### config.mk
export PLATFORM = sky130hd
export DESIGN_NAME = min_max_contrast_stretch
export DESIGN_NICKNAME = d
export VERILOG_FILES = /design/src/mmcs_pkg.sv /design/src/min_max_contrast_stretch.sv /design/src/mmcs_ctrl.sv /design/src/mmcs_datapath.sv
export SDC_FILE = /design/constraint.sdc
export NUM_CORES = 1
export LEC_CHECK = 0
export BUFFER_PORTS_ARGS = -buffer_cell sky130_fd_sc_hd__buf_2
export CORE_UTILIZATION = 45
export DETAILED_ROUTE_END_ITERATION = 8
export GPL_TIMING_DRIVEN = 0
export PLACE_DENSITY = 0.62
export SYNTH_ARGS = -nofsm -noshare
export SYNTH_HDL_FRONTEND = slang
export SYNTH_SLANG_ARGS = --single-unit
### constraint.sdc
create_clock -name clk -period 11.45 [get_ports clk]
set_input_delay 2.29 -clock clk [delete_from_list [all_inputs] [get_ports clk]]
set_output_delay 2.29 -clock clk [all_outputs]
set_load 0.01 [all_outputs]
### src/mmcs_pkg.sv
// shared constants, types and helpers of the min/max contrast stretch
// no dependencies
package mmcs_pkg;

	localparam int SAMPLE_BITS = 32;
	localparam int SAMPLE_W = 32;
	localparam int GREY_W = 8;
	localparam int SCALE_ROUNDS = 7;
	localparam int STEP_COUNT = 2 * SCALE_ROUNDS;
	localparam int CNT_W = $clog2(STEP_COUNT);
	localparam int COPY_BITS = (SAMPLE_BITS < SAMPLE_W) ? SAMPLE_BITS : SAMPLE_W;
	localparam logic [GREY_W-1:0] GREY_MAX = {GREY_W{1'b1}};

	// operation codes of an input item
	localparam logic OP_MEASURE = 1'b0;
	localparam logic OP_CONVERT = 1'b1;

	typedef logic [SAMPLE_BITS-1:0] word_t;

	typedef enum logic [3:0] {
		ST_IDLE = 4'b0001,
		ST_PREP = 4'b0010,
		ST_DIV  = 4'b0100,
		ST_WB   = 4'b1000
	} state_t;

	typedef struct packed {
		logic measure;
		logic load;
		logic prep;
		logic step;
		logic add_phase;
		logic wb;
	} cmd_t;

	typedef struct packed {
		logic need_div;
	} status_t;

	// low bits of the sample, sign extended when the word is wider
	function automatic word_t to_word(input logic [SAMPLE_W-1:0] s);
		word_t w;
		w = '0;
		for (int i = 0; i < COPY_BITS; i++) begin
			w[i] = s[i];
		end
		for (int i = COPY_BITS; i < SAMPLE_BITS; i++) begin
			w[i] = s[SAMPLE_W-1];
		end
		return w;
	endfunction

endpackage

### src/min_max_contrast_stretch.sv
// min/max contrast stretch to 8-bit grey levels, top level
// measure item: no result, ready again the next cycle
// convert item: result registered at writeback after the 14 steps of the serial
// scaler; prepare goes straight to writeback when the range is zero or the sample lies at or outside its bounds
// the next item is taken once the convert item is written back, later on a stalled result
// reset (arst_n low, asynchronous) clears min/max to zero and empties the output
module min_max_contrast_stretch (
	input  logic                          clk,
	input  logic                          arst_n,
	input  logic                          in_valid,
	output logic                          in_ready,
	input  logic                          operation,
	input  logic [mmcs_pkg::SAMPLE_W-1:0] sample,
	input  logic                          first,
	output logic                          out_valid,
	input  logic                          out_ready,
	output logic [mmcs_pkg::GREY_W-1:0]   grey,
	output logic                          flat
);
	import mmcs_pkg::*;

	cmd_t    cmd;
	status_t status;

	mmcs_ctrl u_ctrl (
		.clk       (clk),
		.arst_n    (arst_n),
		.in_valid  (in_valid),
		.in_ready  (in_ready),
		.operation (operation),
		.out_valid (out_valid),
		.out_ready (out_ready),
		.status    (status),
		.cmd       (cmd)
	);

	mmcs_datapath u_datapath (
		.clk    (clk),
		.arst_n (arst_n),
		.sample (sample),
		.first  (first),
		.cmd    (cmd),
		.status (status),
		.grey   (grey),
		.flat   (flat)
	);

endmodule

### src/mmcs_ctrl.sv
// controller: sequences measure, prepare, division steps and writeback
// depends on mmcs_pkg
module mmcs_ctrl (
	input  logic             clk,
	input  logic             arst_n,
	input  logic             in_valid,
	output logic             in_ready,
	input  logic             operation,
	output logic             out_valid,
	input  logic             out_ready,
	input  mmcs_pkg::status_t status,
	output mmcs_pkg::cmd_t    cmd
);
	import mmcs_pkg::*;

	state_t           state_q;
	state_t           state_d;
	logic [CNT_W-1:0] cnt_q;
	logic             out_valid_q;

	assign in_ready  = (state_q == ST_IDLE);
	assign out_valid = out_valid_q;

	always_comb begin
		state_d = state_q;
		cmd = '0;
		case (state_q)
			ST_IDLE: begin
				if (in_valid) begin
					cmd.measure = (operation == OP_MEASURE);
					cmd.load = (operation == OP_CONVERT);
					if (operation == OP_CONVERT) begin
						state_d = ST_PREP;
					end
				end
			end
			ST_PREP: begin
				cmd.prep = 1'b1;
				state_d = status.need_div ? ST_DIV : ST_WB;
			end
			ST_DIV: begin
				cmd.step = 1'b1;
				cmd.add_phase = cnt_q[0];
				if (cnt_q == CNT_W'(STEP_COUNT - 1)) begin
					state_d = ST_WB;
				end
			end
			ST_WB: begin
				if (!out_valid_q || out_ready) begin
					cmd.wb = 1'b1;
					state_d = ST_IDLE;
				end
			end
			default: begin
				state_d = ST_IDLE;
			end
		endcase
	end

	always_ff @(posedge clk or negedge arst_n) begin
		if (!arst_n) begin
			state_q <= ST_IDLE;
			cnt_q <= '0;
			out_valid_q <= 1'b0;
		end else begin
			state_q <= state_d;
			if (state_q == ST_DIV) begin
				cnt_q <= cnt_q + CNT_W'(1);
			end else begin
				cnt_q <= '0;
			end
			if (cmd.wb) begin
				out_valid_q <= 1'b1;
			end else if (out_ready) begin
				out_valid_q <= 1'b0;
			end
		end
	end

endmodule

### src/mmcs_datapath.sv
// datapath: running min/max, range classification, serial 255/range scaler
// depends on mmcs_pkg
module mmcs_datapath (
	input  logic                          clk,
	input  logic                          arst_n,
	input  logic [mmcs_pkg::SAMPLE_W-1:0] sample,
	input  logic                          first,
	input  mmcs_pkg::cmd_t                cmd,
	output mmcs_pkg::status_t             status,
	output logic [mmcs_pkg::GREY_W-1:0]   grey,
	output logic                          flat
);
	import mmcs_pkg::*;

	word_t              in_word;
	word_t              low_q;
	word_t              high_q;
	word_t              s_q;
	word_t              num_q;
	word_t              div_q;
	word_t              rem_q;
	logic [GREY_W-1:0]  quo_q;
	logic [GREY_W-1:0]  sat_q;
	logic               need_div_q;
	logic               flat_pre_q;
	logic [GREY_W-1:0]  grey_q;
	logic               flat_q;

	logic               is_flat;
	logic               is_below;
	logic               is_above;
	word_t              addend;
	logic [SAMPLE_BITS:0] sum;
	logic               carry;
	word_t              rem_next;

	assign in_word = to_word(sample);

	// range classification of the captured convert item
	assign is_flat  = !($signed(high_q) > $signed(low_q));
	assign is_below = ($signed(s_q) <= $signed(low_q));
	assign is_above = ($signed(s_q) >= $signed(high_q));
	assign status.need_div = !is_flat && !is_below && !is_above;

	// one modular add per step: doubling or adding the numerator
	assign addend   = cmd.add_phase ? num_q : rem_q;
	assign sum      = {1'b0, rem_q} + {1'b0, addend};
	assign carry    = (sum >= {1'b0, div_q});
	assign rem_next = carry ? SAMPLE_BITS'(sum - {1'b0, div_q}) : sum[SAMPLE_BITS-1:0];

	always_ff @(posedge clk or negedge arst_n) begin
		if (!arst_n) begin
			low_q <= '0;
			high_q <= '0;
		end else if (cmd.measure) begin
			if (first) begin
				low_q <= in_word;
				high_q <= in_word;
			end else begin
				if ($signed(in_word) < $signed(low_q)) begin
					low_q <= in_word;
				end
				if ($signed(in_word) > $signed(high_q)) begin
					high_q <= in_word;
				end
			end
		end
	end

	always_ff @(posedge clk) begin
		if (cmd.load) begin
			s_q <= in_word;
		end
		if (cmd.prep) begin
			num_q <= s_q - low_q;
			rem_q <= s_q - low_q;
			div_q <= high_q - low_q;
			quo_q <= '0;
			sat_q <= (!is_flat && !is_below) ? GREY_MAX : '0;
			need_div_q <= status.need_div;
			flat_pre_q <= is_flat;
		end else if (cmd.step) begin
			rem_q <= rem_next;
			if (cmd.add_phase) begin
				quo_q <= quo_q + GREY_W'(carry);
			end else begin
				quo_q <= {quo_q[GREY_W-2:0], carry};
			end
		end
		if (cmd.wb) begin
			grey_q <= need_div_q ? quo_q : sat_q;
			flat_q <= flat_pre_q;
		end
	end

	assign grey = grey_q;
	assign flat = flat_q;

endmodule

==> metrics <==
Leak Pwr 0.00834 uW; CTS buffer count 27; status completed; Post-CTS Hold Fix Bufs 0; Crit Path Class reg -> reg; CTS Root Buffer Type clkbuf_16; register area share after synthesis 35.8%; Final GP Congestion 0.941; die area 39200 um^2; unrepaired setup endpoints after global routing no; ranking of synthesized cells by area edfxtp_1 (24%), ha_1 (16%), dfrtp_1 (10%), mux2_2 (6.3%), a21oi_1 (4.7%); setup TNS 0 ns; vias in the first global route 13500; GRT met3 Usage 2.73%; Setup violations, final 0; Pre-Repair DR Iteration Count 5; Slew @ Worst Pin 1.23 ns; WP data arrival 8.38 ns; area fraction of the dominant cell type after synthesis 24.3%; hold crit path type reg -> reg; crit share post-route 69.5%; Peak VDD IR 0.156 mV; Max Cap Viol 0; hpwl dp 34800 um; Max Clk Rate 126 MHz; Cell Area, Synth 17300 um^2; nets 2142; ANT cells 0; vias 13600; Pwr Total 4840 uW; post-synthesis register bit count 221; Final Skew 0.0227 ns; Commonest cells post-synth ha_1 (227), a21oi_1 (161), edfxtp_1 (140), inv_1 (134), nand2_1 (133); CP max stage cell nor4b_1; most numerous cell in the Yosys netlist ha_1; ys flop type edfxtp_1; initial antenna violation count 0; Post-synth EDFFs 140; drt total wl 43700 um; Vias per Instance 5.67; initial drt markers 873; Cells after Synth 1792; clk_lat worst skew 0.56 ns; Post-DRT Antenna Nets 0; largest net degree at the start of global routing 65; mean routed wirelength per cell 18.2 um; All-Layer GR Usage 22.7%; die width 198 um; hold slack 0.426 ns; Req. time, crit path 11.87 ns; grt met2 use 35.8%; GR Layer Usage met1 31.2%; global-route wire length before repair 69800 um; H-tree levels 1; Max Slew Vio Count 0; gr busiest metal met2; leading area contributor after synthesis edfxtp_1; clk slew on worst S/H paths 0.06 ns; Async S/R FF share, synth 33.0%; deepest clock path buffer count 3; peak fanout along the critical path 10; CTS sink count 221; Die Y 198 um; Starting Density 45.8%; Fin. Hold Viols 0; crit path time final 7.96 ns; port buffer count 48; Pwr per Cell Area 251 nW/um^2; Worst path max stage delay 0.52 ns; CP endpoint kind flop; post-CTS setup buffers 0; Startpoint Class flop; area delta synth->final 11.2%; Core Area 37800 um^2; Ys Warns 0; share of cells above drive strength 1 11.8%; post-synth cell types 80; post-CTS resize count 0; Std-Cell Rows 71; clock tree from TritonCTS built; Relative slew margins 16.7%; Mapped Nets 2061; Finished Core Util 51.0%; most frequent cell on the critical path ha_1; # DRC 0; total congestion overflow 0; Avg Cell Area, Syn 9.66 um^2; # IOs 49
-- report_power, final --
group / total, uW / internal [uW] / switching (uW)
logic: 2700 / 1100 / 1600
clock network: 913 / 577 / 337
registers: 1230 / 1130 / 99.3
total: 4840 / 2810 / 2030
-- final timing paths --
| kind | endpoint | from | depth (start not counted) | slack (ns) |
|---|---|---|---|---|
| setup / recovery | u_datapath.quo_q[4] | u_ctrl.state_q[1] | 29 | 3.49 |
| hold reg to reg | u_datapath.flat | u_datapath.flat_pre_q | 0 | 0.43 |
| max in group asynchronous | u_ctrl.state_q[0] | arst_n | 2 | 9.23 |
| min in group asynchronous | u_datapath.high_q[2] | arst_n | 1 | 1.57 |
| hold / removal | u_datapath.flat | u_datapath.flat_pre_q | 0 | 0.43 |
| setup reg to reg | u_datapath.quo_q[4] | u_ctrl.state_q[1] | 29 | 3.49 |
-- kinds of logic (layout without fill, tap and decap cells) --
family,count (synthesis),in the layout,share of synthesized area [%]
AND/OR/NAND/NOR,444,444,12.4
buffers and inverters,170,272,3.77
AO/OA/AOI/OAI,515,515,19.0
XOR/XNOR,107,107,5.41
multiplexers,104,104,6.72
flip-flops,221,221,35.8
adder cells (fa/ha/maj),231,231,16.9
-- state kept, by name, summed over array words and instances, names as in the netlist, 4 cells and up --
register,cells
u_datapath.quo_q,8
u_datapath.grey,8
u_datapath.rem_q,32
u_datapath.s_q,32
u_datapath.num_q,32
u_datapath.low_q,32
u_datapath.high_q,32
u_ctrl.cnt_q,4
u_ctrl.state_q,4
u_datapath.div_q,32
-- stage by stage --
| step | instances | instance area [um^2] | setup slack (ns) |
|---|---|---|---|
| finish | 2405 | 19200 | 3.49 |
| global route | 2405 | 19200 | 2.78 |
| CTS | 2405 | 19200 | 3.44 |
| global placement | 2351 | 18200 | 3.32 |
| detailed placement | 2355 | 18300 | 3.47 |
| floorplan | 1792 | 17300 | 5.24 |
-- worst max-delay path, delay by kind of cell (launching register included) --
family | cells | cell delay [ns]
buffers and inverters | 3 | 0.72
multiplexers | 1 | 0.36
AO/OA/AOI/OAI | 13 | 3.48
adder cells (fa/ha/maj) | 4 | 1.15
flip-flops | 1 | 0.40
AND/OR/NAND/NOR | 7 | 1.50
XOR/XNOR | 1 | 0.23
-- cell type report --
cell class | count | area [um^2]
sequential | 221 | 6190
clock buffer | 44 | 821
buffer | 33 | 141
tap | 511 | 639
clock inverter | 6 | 134
timing repair buffer | 52 | 338
inverter | 137 | 514
multi-input combinational | 1401 | 10500
fill | 3482 | 18500
-- placed cells by master (no fill, tap or decap), types with 33 or more instances in the layout --
master / instances
a21o_1: 71
clkbuf_1: 33
xor2_1: 37
inv_1: 134
nand3_1: 36
mux2_2: 97
nand2_1: 132
nor2_1: 109
buf_2: 55
dfrtp_1: 72
o21ai_0: 113
edfxtp_1: 140
ha_1: 227
a21oi_1: 161
xnor2_1: 70
-- routing by layer --
layer | wire length [um] | up-vias | part of all wire [%]
met5 | 0 | - | 0
met4 | 1920 | 0 | 4.4
met3 | 1730 | 96 | 4.0
met2 | 19200 | 321 | 44
met1 | 20800 | 6390 | 48
li1 | - | 6826 | -
Note: power is estimated with default switching activity, not from simulation.
